`config.mk`:
```
export PLATFORM = sky130hd
export DESIGN_NAME = crop_window_smoother_unit
export DESIGN_NICKNAME = d
export VERILOG_FILES = /design/src/design/cws_pkg.sv /design/src/design/cws_regs.sv /design/src/design/cws_ctrl.sv /design/src/design/cws_datapath.sv /design/src/design/crop_window_smoother_unit.sv
export SDC_FILE = /design/constraint.sdc
export NUM_CORES = 2
export LEC_CHECK = 0
export ABC_AREA = 1
export BUFFER_PORTS_ARGS = -buffer_cell sky130_fd_sc_hd__buf_2
export CAP_MARGIN = 20
export CORE_MARGIN = 2
export CORE_UTILIZATION = 55
export CTS_CLUSTER_DIAMETER = 60
export DETAILED_ROUTE_END_ITERATION = 12
export PLACE_DENSITY = 0.77
export SYNTH_ARGS = -nofsm -noshare
export SYNTH_HDL_FRONTEND = slang
export SYNTH_SLANG_ARGS = --single-unit
export TNS_END_PERCENT = 20
```
`constraint.sdc`:
```
create_clock -name clk -period 27 [get_ports clk]
set_clock_uncertainty 0.1 [all_clocks]
set_input_delay 2.7 -clock clk [delete_from_list [all_inputs] [get_ports clk]]
set_output_delay 2.7 -clock clk [all_outputs]
set_load 0.05 [all_outputs]
```
`src/design/cws_pkg.sv`:
```
package cws_pkg;

  localparam int COORD_BITS      = 14;
  localparam int RATIO_FRAC_BITS = 12;
  localparam int PERCENT         = 100;

  localparam int RATE_W      = 7;
  localparam int RATIO_W     = 16;
  localparam int DIM_W       = 13;
  localparam int OUT_COORD_W = 12;
  localparam int NUM_EDGES   = 4;
  localparam int EDGE_IDX_W  = 2;

  // edge step datapath
  localparam int DIST_W      = COORD_BITS + 1;
  localparam int PROD_X_W    = RATE_W + COORD_BITS;
  localparam int RECIP_SHIFT = PROD_X_W + 7;
  localparam longint RECIP_MUL =
    ((longint'(1) << RECIP_SHIFT) + longint'(PERCENT) - 1) / longint'(PERCENT);
  localparam int RECIP_W     = RECIP_SHIFT - 6;
  localparam int QUOT_W      = PROD_X_W - 6;
  localparam int EDGE_W      = COORD_BITS + 3;

  // size / placement datapath
  localparam int WH_W     = EDGE_W + 1;
  localparam int SIZE_W   = WH_W + (RATIO_W - RATIO_FRAC_BITS) + 1;
  localparam int PLACE_W  = SIZE_W + 2;
  localparam int CENTER_W = COORD_BITS + 1;

  // shared multiplier
  localparam int MUL_A_W = PROD_X_W + 1;
  localparam int MUL_B_W = ((RECIP_W > RATIO_W) ? RECIP_W : RATIO_W) + 1;
  localparam int PROD_W  = MUL_A_W + MUL_B_W;

  localparam int IN_DATA_W  = ((NUM_EDGES * COORD_BITS + 7) / 8) * 8;
  localparam int OUT_DATA_W = ((NUM_EDGES * OUT_COORD_W + 7) / 8) * 8;

  localparam int CFG_ADDR_W = 5;
  localparam int CFG_DATA_W = 32;

  typedef enum logic [2:0] {
    REG_EXPAND_RATE      = 3'd0,
    REG_CONTRACT_RATE    = 3'd1,
    REG_ASPECT_Q         = 3'd2,
    REG_INVERSE_ASPECT_Q = 3'd3,
    REG_FRAME_WIDTH      = 3'd4,
    REG_FRAME_HEIGHT     = 3'd5,
    REG_MAX_CROP_WIDTH   = 3'd6,
    REG_MAX_CROP_HEIGHT  = 3'd7
  } reg_idx_t;

  typedef struct packed {
    logic [RATE_W-1:0]  expand_rate;
    logic [RATE_W-1:0]  contract_rate;
    logic [RATIO_W-1:0] aspect_q;
    logic [RATIO_W-1:0] inverse_aspect_q;
    logic [DIM_W-1:0]   frame_width;
    logic [DIM_W-1:0]   frame_height;
    logic [DIM_W-1:0]   max_crop_width;
    logic [DIM_W-1:0]   max_crop_height;
  } cfg_t;

  typedef enum logic [3:0] {
    OP_NONE,
    OP_LOAD,
    OP_STEP,
    OP_RECIP,
    OP_UPDATE,
    OP_SIZE,
    OP_MUL_W,
    OP_MUL_H,
    OP_MUL_CAP,
    OP_CAP_W,
    OP_CAP_H,
    OP_PLACE_A,
    OP_PLACE_B,
    OP_EMIT
  } op_t;

  typedef enum logic [3:0] {
    ST_IDLE,
    ST_STEP,
    ST_RECIP,
    ST_UPDATE,
    ST_SIZE,
    ST_MUL_W,
    ST_MUL_H,
    ST_MUL_CAP,
    ST_CAP_W,
    ST_CAP_H,
    ST_PLACE_A,
    ST_PLACE_B,
    ST_DONE
  } state_t;

  typedef struct packed {
    op_t                   op;
    logic [EDGE_IDX_W-1:0] idx;
  } cmd_t;

endpackage

```
`src/design/cws_regs.sv`:
```
module cws_regs
  import cws_pkg::*;
(
  input  logic                  clk,
  input  logic                  rst_n,
  input  logic                  psel,
  input  logic                  penable,
  input  logic                  pwrite,
  input  logic [CFG_ADDR_W-1:0] paddr,
  input  logic [CFG_DATA_W-1:0] pwdata,
  output logic [CFG_DATA_W-1:0] prdata,
  output cfg_t                  cfg
);

  cfg_t     cfg_r;
  logic     wr_en;
  reg_idx_t sel;

  assign wr_en = psel & penable & pwrite;
  assign sel   = reg_idx_t'(paddr[CFG_ADDR_W-1:2]);
  assign cfg   = cfg_r;

  always_ff @(posedge clk) begin
    if (!rst_n) begin
      cfg_r.expand_rate      <= RATE_W'(30);
      cfg_r.contract_rate    <= RATE_W'(5);
      cfg_r.aspect_q         <= RATIO_W'(7282);
      cfg_r.inverse_aspect_q <= RATIO_W'(2304);
      cfg_r.frame_width      <= DIM_W'(640);
      cfg_r.frame_height     <= DIM_W'(480);
      cfg_r.max_crop_width   <= DIM_W'(640);
      cfg_r.max_crop_height  <= DIM_W'(360);
    end else if (wr_en) begin
      unique case (sel)
        REG_EXPAND_RATE:      cfg_r.expand_rate      <= pwdata[RATE_W-1:0];
        REG_CONTRACT_RATE:    cfg_r.contract_rate    <= pwdata[RATE_W-1:0];
        REG_ASPECT_Q:         cfg_r.aspect_q         <= pwdata[RATIO_W-1:0];
        REG_INVERSE_ASPECT_Q: cfg_r.inverse_aspect_q <= pwdata[RATIO_W-1:0];
        REG_FRAME_WIDTH:      cfg_r.frame_width      <= pwdata[DIM_W-1:0];
        REG_FRAME_HEIGHT:     cfg_r.frame_height     <= pwdata[DIM_W-1:0];
        REG_MAX_CROP_WIDTH:   cfg_r.max_crop_width   <= pwdata[DIM_W-1:0];
        REG_MAX_CROP_HEIGHT:  cfg_r.max_crop_height  <= pwdata[DIM_W-1:0];
      endcase
    end
  end

  always_comb begin
    unique case (sel)
      REG_EXPAND_RATE:      prdata = CFG_DATA_W'(cfg_r.expand_rate);
      REG_CONTRACT_RATE:    prdata = CFG_DATA_W'(cfg_r.contract_rate);
      REG_ASPECT_Q:         prdata = CFG_DATA_W'(cfg_r.aspect_q);
      REG_INVERSE_ASPECT_Q: prdata = CFG_DATA_W'(cfg_r.inverse_aspect_q);
      REG_FRAME_WIDTH:      prdata = CFG_DATA_W'(cfg_r.frame_width);
      REG_FRAME_HEIGHT:     prdata = CFG_DATA_W'(cfg_r.frame_height);
      REG_MAX_CROP_WIDTH:   prdata = CFG_DATA_W'(cfg_r.max_crop_width);
      REG_MAX_CROP_HEIGHT:  prdata = CFG_DATA_W'(cfg_r.max_crop_height);
    endcase
  end

endmodule

```
`src/design/cws_ctrl.sv`:
```
module cws_ctrl
  import cws_pkg::*;
(
  input  logic clk,
  input  logic rst_n,
  input  logic in_tvalid,
  output logic in_tready,
  output logic out_tvalid,
  input  logic out_tready,
  output cmd_t cmd
);

  state_t                state_r, state_nxt;
  logic [EDGE_IDX_W-1:0] idx_r, idx_nxt;
  logic                  out_valid_r, out_valid_nxt;
  logic                  out_free;
  logic                  last_edge;

  assign out_free  = !out_valid_r || out_tready;
  assign last_edge = (idx_r == EDGE_IDX_W'(NUM_EDGES - 1));

  always_ff @(posedge clk) begin
    if (!rst_n) begin
      state_r     <= ST_IDLE;
      idx_r       <= '0;
      out_valid_r <= 1'b0;
    end else begin
      state_r     <= state_nxt;
      idx_r       <= idx_nxt;
      out_valid_r <= out_valid_nxt;
    end
  end

  // next state
  always_comb begin
    state_nxt     = state_r;
    idx_nxt       = idx_r;
    out_valid_nxt = out_valid_r;
    if (out_tready) out_valid_nxt = 1'b0;
    unique case (state_r)
      ST_IDLE: begin
        if (in_tvalid) begin
          state_nxt = ST_STEP;
          idx_nxt   = '0;
        end
      end
      ST_STEP:   state_nxt = ST_RECIP;
      ST_RECIP:  state_nxt = ST_UPDATE;
      ST_UPDATE: begin
        if (last_edge) begin
          state_nxt = ST_SIZE;
        end else begin
          state_nxt = ST_STEP;
          idx_nxt   = idx_r + 1'b1;
        end
      end
      ST_SIZE:    state_nxt = ST_MUL_W;
      ST_MUL_W:   state_nxt = ST_MUL_H;
      ST_MUL_H:   state_nxt = ST_MUL_CAP;
      ST_MUL_CAP: state_nxt = ST_CAP_W;
      ST_CAP_W:   state_nxt = ST_CAP_H;
      ST_CAP_H:   state_nxt = ST_PLACE_A;
      ST_PLACE_A: state_nxt = ST_PLACE_B;
      ST_PLACE_B: state_nxt = ST_DONE;
      ST_DONE: begin
        if (out_free) begin
          state_nxt     = ST_IDLE;
          out_valid_nxt = 1'b1;
        end
      end
      default: state_nxt = ST_IDLE;
    endcase
  end

  // outputs
  always_comb begin
    in_tready  = (state_r == ST_IDLE);
    out_tvalid = out_valid_r;
    cmd.idx    = idx_r;
    unique case (state_r)
      ST_IDLE:    cmd.op = in_tvalid ? OP_LOAD : OP_NONE;
      ST_STEP:    cmd.op = OP_STEP;
      ST_RECIP:   cmd.op = OP_RECIP;
      ST_UPDATE:  cmd.op = OP_UPDATE;
      ST_SIZE:    cmd.op = OP_SIZE;
      ST_MUL_W:   cmd.op = OP_MUL_W;
      ST_MUL_H:   cmd.op = OP_MUL_H;
      ST_MUL_CAP: cmd.op = OP_MUL_CAP;
      ST_CAP_W:   cmd.op = OP_CAP_W;
      ST_CAP_H:   cmd.op = OP_CAP_H;
      ST_PLACE_A: cmd.op = OP_PLACE_A;
      ST_PLACE_B: cmd.op = OP_PLACE_B;
      ST_DONE:    cmd.op = out_free ? OP_EMIT : OP_NONE;
      default:    cmd.op = OP_NONE;
    endcase
  end

endmodule

```
`src/design/cws_datapath.sv`:
```
module cws_datapath
  import cws_pkg::*;
(
  input  logic                  clk,
  input  logic                  rst_n,
  input  cmd_t                  cmd,
  input  cfg_t                  cfg,
  input  logic [IN_DATA_W-1:0]  in_data,
  output logic [OUT_DATA_W-1:0] out_data
);

  localparam logic signed [PLACE_W-1:0] P_ONE = PLACE_W'(1);
  localparam logic signed [WH_W-1:0]    WH_ONE = WH_W'(1);

  function automatic logic signed [SIZE_W-1:0] mulq(input logic signed [PROD_W-1:0] p);
    logic signed [PROD_W-1:0] bias;
    logic signed [PROD_W-1:0] adj;
    // bias negatives so the shift truncates toward zero
    bias = p[PROD_W-1] ? $signed(PROD_W'((1 << RATIO_FRAC_BITS) - 1)) : $signed(PROD_W'(0));
    adj  = p + bias;
    return SIZE_W'(adj >>> RATIO_FRAC_BITS);
  endfunction

  function automatic logic signed [PLACE_W-1:0] half_tz(input logic signed [PLACE_W-1:0] v);
    logic signed [PLACE_W-1:0] adj;
    adj = v + $signed(PLACE_W'(v[PLACE_W-1]));
    return adj >>> 1;
  endfunction

  function automatic logic signed [COORD_BITS-1:0] sat_coord(
    input logic signed [PLACE_W-1:0] v);
    logic signed [PLACE_W-1:0] hi;
    logic signed [PLACE_W-1:0] lo;
    hi = PLACE_W'((1 << (COORD_BITS - 1)) - 1);
    lo = -PLACE_W'(1 << (COORD_BITS - 1));
    priority if (v > hi) return hi[COORD_BITS-1:0];
    else if (v < lo)     return lo[COORD_BITS-1:0];
    else                 return v[COORD_BITS-1:0];
  endfunction

  function automatic logic [OUT_COORD_W-1:0] out_sat(input logic signed [PLACE_W-1:0] v);
    logic signed [PLACE_W-1:0] hi;
    hi = PLACE_W'((1 << OUT_COORD_W) - 1);
    priority if (v < 0) return '0;
    else if (v > hi)    return '1;
    else                return v[OUT_COORD_W-1:0];
  endfunction

  logic signed [COORD_BITS-1:0] tgt_r  [NUM_EDGES];
  logic signed [COORD_BITS-1:0] base_r [NUM_EDGES];
  logic signed [COORD_BITS-1:0] last_r [NUM_EDGES];
  logic                         last_valid_r;
  logic signed [EDGE_W-1:0]     edge_r [NUM_EDGES];
  logic                         sub_r;
  logic signed [PROD_W-1:0]     prod_r;
  logic signed [WH_W-1:0]       w_r, h_r;
  logic signed [SIZE_W-1:0]     pw_r, ph_r;
  logic signed [CENTER_W-1:0]   cx_r, cy_r;
  logic signed [PLACE_W-1:0]    ax_r, ay_r;
  logic [OUT_COORD_W-1:0]       res_r [NUM_EDGES];
  logic [OUT_DATA_W-1:0]        out_r;

  logic signed [COORD_BITS-1:0] t_sel, l_sel;
  logic signed [DIST_W-1:0]     gap;
  logic [DIST_W-1:0]            mag;
  logic                         is_lo, outside;
  logic [RATE_W-1:0]            rate;
  logic signed [MUL_A_W-1:0]    mul_a;
  logic signed [MUL_B_W-1:0]    mul_b;
  logic signed [PROD_W-1:0]     mul_p;
  logic [QUOT_W-1:0]            quot;
  logic signed [EDGE_W-1:0]     l_ext, q_ext, edge_new;
  logic signed [SIZE_W-1:0]     prod_q;
  logic signed [SIZE_W-1:0]     max_w, max_h;
  logic signed [PLACE_W-1:0]    cx_full, cy_full;
  logic signed [PLACE_W-1:0]    ax_new, ay_new;
  logic signed [PLACE_W-1:0]    bx_sum, by_sum, bx, by, lox, loy;
  logic signed [PLACE_W-1:0]    lim_x, lim_y, pw_ext, ph_ext;
  logic signed [PLACE_W-1:0]    base_right, base_bottom;

  assign t_sel   = tgt_r[cmd.idx];
  assign l_sel   = base_r[cmd.idx];
  assign gap     = DIST_W'(t_sel) - DIST_W'(l_sel);
  assign mag     = gap[DIST_W-1] ? -gap : gap;
  // left and top move outward when the target is below, right and bottom when above
  assign is_lo   = ~cmd.idx[1];
  assign outside = is_lo ? gap[DIST_W-1] : (!gap[DIST_W-1] && (gap != '0));
  assign rate    = outside ? cfg.expand_rate : cfg.contract_rate;

  always_comb begin
    mul_a = '0;
    mul_b = '0;
    unique case (cmd.op)
      OP_STEP: begin
        mul_a = $signed(MUL_A_W'(mag));
        mul_b = $signed(MUL_B_W'(rate));
      end
      OP_RECIP: begin
        mul_a = $signed(MUL_A_W'(prod_r[PROD_X_W-1:0]));
        mul_b = $signed(MUL_B_W'(RECIP_MUL));
      end
      OP_MUL_W: begin
        mul_a = MUL_A_W'(h_r);
        mul_b = $signed(MUL_B_W'(cfg.aspect_q));
      end
      OP_MUL_H: begin
        mul_a = MUL_A_W'(w_r);
        mul_b = $signed(MUL_B_W'(cfg.inverse_aspect_q));
      end
      OP_MUL_CAP: begin
        mul_a = $signed(MUL_A_W'(cfg.max_crop_width));
        mul_b = $signed(MUL_B_W'(cfg.inverse_aspect_q));
      end
      OP_CAP_W: begin
        mul_a = $signed(MUL_A_W'(cfg.max_crop_height));
        mul_b = $signed(MUL_B_W'(cfg.aspect_q));
      end
      default: begin
        mul_a = '0;
        mul_b = '0;
      end
    endcase
  end

  assign mul_p = mul_a * mul_b;

  // reciprocal is wide enough that the truncated product is the exact quotient
  assign quot     = prod_r[RECIP_SHIFT +: QUOT_W];
  assign l_ext    = EDGE_W'(l_sel);
  assign q_ext    = $signed(EDGE_W'(quot));
  assign edge_new = sub_r ? (l_ext - q_ext) : (l_ext + q_ext);

  assign prod_q = mulq(prod_r);
  assign max_w  = $signed(SIZE_W'(cfg.max_crop_width));
  assign max_h  = $signed(SIZE_W'(cfg.max_crop_height));

  assign cx_full = half_tz(half_tz(PLACE_W'(tgt_r[0]) + PLACE_W'(tgt_r[2]))
                         + half_tz(PLACE_W'(base_r[0]) + PLACE_W'(base_r[2])));
  assign cy_full = half_tz(half_tz(PLACE_W'(tgt_r[1]) + PLACE_W'(tgt_r[3]))
                         + half_tz(PLACE_W'(base_r[1]) + PLACE_W'(base_r[3])));

  assign pw_ext = PLACE_W'(pw_r);
  assign ph_ext = PLACE_W'(ph_r);
  assign lim_x  = $signed(PLACE_W'(cfg.frame_width));
  assign lim_y  = $signed(PLACE_W'(cfg.frame_height));

  always_comb begin
    ax_new = PLACE_W'(cx_r) - half_tz(pw_ext);
    ay_new = PLACE_W'(cy_r) - half_tz(ph_ext);
    if (ax_new < 0) ax_new = '0;
    if (ay_new < 0) ay_new = '0;
  end

  // clip the far edge, then the near edge follows it back by the full size
  always_comb begin
    bx_sum = pw_ext + ax_r;
    by_sum = ph_ext + ay_r;
    bx     = (bx_sum > lim_x) ? lim_x : bx_sum;
    by     = (by_sum > lim_y) ? lim_y : by_sum;
    lox    = bx - pw_ext + P_ONE;
    loy    = by - ph_ext + P_ONE;
  end

  assign base_right  = lim_x - P_ONE;
  assign base_bottom = lim_y - P_ONE;

  always_ff @(posedge clk) begin
    if (!rst_n) begin
      last_valid_r <= 1'b0;
    end else if (cmd.op == OP_LOAD) begin
      last_valid_r <= 1'b1;
    end
  end

  always_ff @(posedge clk) begin
    unique case (cmd.op)
      OP_LOAD: begin
        for (int i = 0; i < NUM_EDGES; i++) begin
          tgt_r[i] <= $signed(in_data[i*COORD_BITS +: COORD_BITS]);
        end
        if (last_valid_r) begin
          for (int i = 0; i < NUM_EDGES; i++) begin
            base_r[i] <= last_r[i];
          end
        end else begin
          base_r[0] <= '0;
          base_r[1] <= '0;
          base_r[2] <= sat_coord(base_right);
          base_r[3] <= sat_coord(base_bottom);
        end
      end
      OP_STEP: begin
        prod_r <= mul_p;
        sub_r  <= (is_lo == outside);
      end
      OP_RECIP: prod_r <= mul_p;
      OP_UPDATE: edge_r[cmd.idx] <= edge_new;
      OP_SIZE: begin
        w_r  <= WH_W'(edge_r[2]) - WH_W'(edge_r[0]) + WH_ONE;
        h_r  <= WH_W'(edge_r[3]) - WH_W'(edge_r[1]) + WH_ONE;
        cx_r <= CENTER_W'(cx_full);
        cy_r <= CENTER_W'(cy_full);
      end
      OP_MUL_W: prod_r <= mul_p;
      OP_MUL_H: begin
        pw_r   <= (SIZE_W'(w_r) > prod_q) ? SIZE_W'(w_r) : prod_q;
        prod_r <= mul_p;
      end
      OP_MUL_CAP: begin
        ph_r   <= (SIZE_W'(h_r) > prod_q) ? SIZE_W'(h_r) : prod_q;
        prod_r <= mul_p;
      end
      OP_CAP_W: begin
        if (pw_r > max_w) begin
          pw_r <= max_w;
          ph_r <= prod_q;
        end
        prod_r <= mul_p;
      end
      OP_CAP_H: begin
        if (ph_r > max_h) begin
          ph_r <= max_h;
          pw_r <= prod_q;
        end
      end
      OP_PLACE_A: begin
        ax_r <= ax_new;
        ay_r <= ay_new;
      end
      OP_PLACE_B: begin
        last_r[0] <= sat_coord(lox);
        last_r[1] <= sat_coord(loy);
        last_r[2] <= sat_coord(bx);
        last_r[3] <= sat_coord(by);
        res_r[0]  <= out_sat(lox);
        res_r[1]  <= out_sat(loy);
        res_r[2]  <= out_sat(bx);
        res_r[3]  <= out_sat(by);
      end
      OP_EMIT: out_r <= OUT_DATA_W'({res_r[3], res_r[2], res_r[1], res_r[0]});
      default: ;
    endcase
  end

  assign out_data = out_r;

endmodule

```
`src/design/crop_window_smoother_unit.sv`:
```
// Crop window smoother.
// in_*  : one target rectangle per video frame (inclusive edges, signed).
// out_* : the smoothed crop rectangle, edges saturated to 0..4095.
// cfg_* : APB register port, registers at byte address 4*i, pready tied high;
//         write registers only while no transaction is in flight.
// Each transaction runs through a sequencer that drives one shared multiplier:
// two products per edge (rate times distance, then the reciprocal of 100),
// then the aspect and cap products, then the placement of the window.
// out_tvalid and in_tready rise at the same edge, so the next input
// transaction is accepted only once the previous one is through: each
// edge takes a step, a reciprocal and an update state, followed by the
// sizing and placement states, the output state and the accept state.
// The result sits in an output register; if the receiver stalls, the next
// transaction is still accepted and computed, and only waits in its final
// cycle until the output register is free.
// Reset restores the register defaults and marks the stored rectangle
// unused, so the first transaction starts from the full frame.
module crop_window_smoother_unit
  import cws_pkg::*;
(
  input  logic                  clk,
  input  logic                  rst_n,
  input  logic                  in_tvalid,
  output logic                  in_tready,
  // target_left, target_top, target_right, target_bottom
  input  logic [IN_DATA_W-1:0]  in_tdata,
  output logic                  out_tvalid,
  input  logic                  out_tready,
  // crop_left, crop_top, crop_right, crop_bottom
  output logic [OUT_DATA_W-1:0] out_tdata,
  input  logic                  cfg_psel,
  input  logic                  cfg_penable,
  input  logic                  cfg_pwrite,
  input  logic [CFG_ADDR_W-1:0] cfg_paddr,
  input  logic [CFG_DATA_W-1:0] cfg_pwdata,
  output logic [CFG_DATA_W-1:0] cfg_prdata,
  output logic                  cfg_pready
);

  cfg_t cfg;
  cmd_t cmd;

  assign cfg_pready = 1'b1;

  cws_regs u_regs (
    .clk     (clk),
    .rst_n   (rst_n),
    .psel    (cfg_psel),
    .penable (cfg_penable),
    .pwrite  (cfg_pwrite),
    .paddr   (cfg_paddr),
    .pwdata  (cfg_pwdata),
    .prdata  (cfg_prdata),
    .cfg     (cfg)
  );

  cws_ctrl u_ctrl (
    .clk        (clk),
    .rst_n      (rst_n),
    .in_tvalid  (in_tvalid),
    .in_tready  (in_tready),
    .out_tvalid (out_tvalid),
    .out_tready (out_tready),
    .cmd        (cmd)
  );

  cws_datapath u_datapath (
    .clk      (clk),
    .rst_n    (rst_n),
    .cmd      (cmd),
    .cfg      (cfg),
    .in_data  (in_tdata),
    .out_data (out_tdata)
  );

endmodule

```
==> impl_metrics.env <==
export IMPL_num_io_pins=183
export IMPL_hold_viol_final=0
export IMPL_whs_ns=0.3130
export IMPL_synthArstFlopShare_pct=0
export IMPL_initial_utilization_pct=55.35
export IMPL_grtUsageTotal_pct=34.96
export IMPL_synthDistinctLibCells=70
export IMPL_grt_overflow_total=0
export IMPL_final_common_cell="nand2_1"
export IMPL_num_rows=124
export IMPL_path_clk_slew_ns=0.06
export IMPL_die_area_um2=117500
export IMPL_drc=2
export IMPL_fmax_ghz=0.08524
export IMPL_hold_path_end="out_tdata[37]$_DFFE_PN_"
export IMPL_tightest_slew_ns=1.271
export IMPL_syn_inst=8046
export IMPL_firstDrtPassIters=12
export IMPL_syn_to_final_growth_pct=8.120
export IMPL_grt_pass1_vias=53730
export IMPL_required_ns=27.37
export IMPL_cp_num_buf_inv=7
export IMPL_power_density_nw_per_um2=63.69
export IMPL_synth_ff_type="edfxtp_1"
export IMPL_drt_total_wl_um=207100
export IMPL_pre_cts_ws_ns=15.54
export IMPL_finalWeightedCongestion=1.075
export IMPL_rsz0062_at_grt="false"
export IMPL_cap_violations=0
export IMPL_route_met3_wl_um=17730
export IMPL_cts_tree="done"
export IMPL_antenna_found_initial=13
export IMPL_ant_nets=0
export IMPL_clock_latency_ns=0.68
export IMPL_first_iter_violations=5607
export IMPL_finish_utilization_pct=59.84
export IMPL_power_mw=4.346
export IMPL_cts_made_buffers=81
export IMPL_clockRootBuffer="clkbuf_16"
export IMPL_drive_above_1_share_pct=5.447
export IMPL_port_buffers=147
export IMPL_cp_top_family="adder cells"
export IMPL_period_needed_ns=11.73
export IMPL_ctsResizeCount=0
export IMPL_post_cts_repair_setup_buffers=0
export IMPL_ctsHoldBuffers=0
export IMPL_violations="design-rule violations"
export IMPL_dr_wl_met2_um=94170
export IMPL_dpl_hpwl_um=169900
export IMPL_fin_tns_setup_ns=0
export IMPL_fin_crit_sh_pct=43.45
export IMPL_synth_area_per_cell_um2=7.844
export IMPL_critPathMaxFanout=71
export IMPL_ys_seq_elements=645
export IMPL_wl_per_cell_um=21.22
export IMPL_start_kind="flip-flop"
export IMPL_design_core_area_um2=114000
export IMPL_synthesis_area_um2=63110
export IMPL_grt_max_degree=72
export IMPL_top_layer_used="met5"
export IMPL_synth_edf_count=509
export IMPL_yosys_warnings=0
export IMPL_critPathCaptureType="flip-flop"
export IMPL_cp_common_cell="nand2_1"
export IMPL_nNetsFinal=9314
export IMPL_outcome="complete, but fails checks"
export IMPL_fp_dieW_um=342.8
export IMPL_slew_headroom_pct=15.25
export IMPL_cts_sinks=645
export IMPL_rrSetupSlack_ns=15.27
export IMPL_cp_arrival_ns=12.10
export IMPL_htreeDepth=3
export IMPL_worst_slack_ns=15.27
export IMPL_clockBufferDepth=3
export IMPL_die_y_um=342.8
export IMPL_rr_endpoint="u_datapath.prod_r[36]$_DFFE_PP_"
export IMPL_slew_viol_final=0
export IMPL_hold_start="u_datapath.res_r[3][1]$_SDFFCE_PP0N_"
export IMPL_critical_path_max_stage_delay_ns=0.83
export IMPL_vias=55730
export IMPL_yosysSeqAreaShare_pct=28.53
export IMPL_finalSetupViolCount=0
export IMPL_final_cell_mix="1,685 x nand2_1, 1,484 x inv_1, 706 x ha_1, 627 x nor2_1, 577 x a21oi_1"
export IMPL_wl_met1_um=81360
export IMPL_reg2regPathDepth=39
export IMPL_hold_path_class="flip-flop to flip-flop"
export IMPL_vias_per_cell=5.710
export IMPL_path_class="flip-flop to flip-flop"
export IMPL_vdd_drop_max_mv=0.07939
export IMPL_holdPathStages=0
export IMPL_p_leak_nw=33.73
export IMPL_grt_pass1_wl_um=311800
export IMPL_cp_slowest_cell="a32oi_1"
## where the power goes
group / switching [mW] / internal (mW)
combinational: 1.37 / 0.611
clock: 0.468 / 0.646
sequential: 0.0436 / 1.21
total: 1.88 / 2.47
## flip-flops by register name, summed over array words and instances (netlist names), 23 cells and up, named ones only
signal,flops
u_datapath.base_r,56
u_datapath.res_r,48
u_datapath.tgt_r,56
out_tdata,47
u_datapath.pw_r,23
u_datapath.ax_r,24
u_datapath.edge_r,68
u_regs.cfg,98
u_datapath.last_r,56
u_datapath.ay_r,24
u_datapath.ph_r,23
u_datapath.prod_r,44
## worst max path at each step
stage               cells after the start                              end  slack [ns]
floorplan                              48  u_datapath.prod_r[36]$_DFFE_PP_       17.86
global placement                       39  u_datapath.prod_r[36]$_DFFE_PP_       15.65
detailed placement                     39  u_datapath.prod_r[36]$_DFFE_PP_       15.54
CTS                                    39  u_datapath.prod_r[36]$_DFFE_PP_       15.50
global route                           41  u_datapath.prod_r[36]$_DFFE_PP_       14.73
finish                                 39  u_datapath.prod_r[36]$_DFFE_PP_       15.27
## cells by family (layout without fill, tap and decap cells)
group                      count (synthesis)  after routing  share of synthesized area (%)
AOI/OAI and AO/OA                       1231           1231                          10.92
xor gates and xnor gates                 357            357                          5.020
adders and majority gates               1036           1036                          24.46
buffers and inverters                   1681           1861                          10.29
DFF                                      645            645                          28.53
other                                      2             24                        0.01190
and+or+nand+nor                         3094           3094                          20.76
## cells in the mapped netlist (6+ instances only)
cell type,count,area [um^2]
a211oi_1,19,142.6
a21boi_0,16,120.1
a21o_1,15,112.6
a21oi_1,579,2898
a21oi_2,11,96.34
a221oi_1,13,113.9
a22o_1,8,70.07
a22oi_1,10,75.07
a31oi_1,19,118.9
a32oi_1,14,122.6
and2_1,8,50.05
buf_1,9,33.78
buf_2,38,190.2
buf_4,24,180.2
buf_6,6,67.56
clkbuf_1,94,352.8
clkinv_1,10,37.54
dfxtp_1,136,2723
edfxtp_1,509,15280
fa_1,330,6606
ha_1,706,8833
inv_1,1485,5574
inv_2,15,56.30
nand2_1,1685,6325
nand2_2,17,106.4
nand3_1,419,2097
nand3_4,7,122.6
nand3b_1,37,277.8
nand4_1,107,669.4
nor2_1,632,2372
nor2_2,7,43.79
nor3_1,105,525.5
nor4_1,22,137.6
o211ai_1,24,180.2
o21a_1,21,157.7
o21ai_0,348,1742
o21ai_1,16,80.08
o21bai_1,22,165.2
o22ai_1,66,412.9
o31ai_1,8,60.06
or2_2,20,125.1
xnor2_1,95,832.1
xor2_1,258,2260
## per-stage QoR
step | instance area (um^2) | cells
detailed placement | 65460 | 9606
floorplan | 63180 | 8063
global route | 68230 | 9756
CTS | 68210 | 9754
finish | 68240 | 9760
global placement | 65460 | 9606
## layout make-up
| class | count | area, um^2 |
|---|---|---|
| Antenna cell | 5 | 12.51 |
| Clock buffer | 101 | 2183 |
| Clock inverter | 47 | 563.0 |
| Fill cell | 10310 | 45800 |
| Inverter | 1510 | 5668 |
| Multi-Input combinational cell | 5737 | 38740 |
| Sequential cell | 645 | 18010 |
| Tap cell | 1512 | 1892 |
| Timing Repair Buffer | 203 | 1169 |
## per-layer routing
layer | up-vias | GRT usage [%]
met5 | - | 0
met4 | 20 | 19.74
met3 | 570 | 6.123
met2 | 2446 | 56.68
met1 | 26170 | 44.21
li1 | 26520 | -
Power figures use the tool's default switching activity.
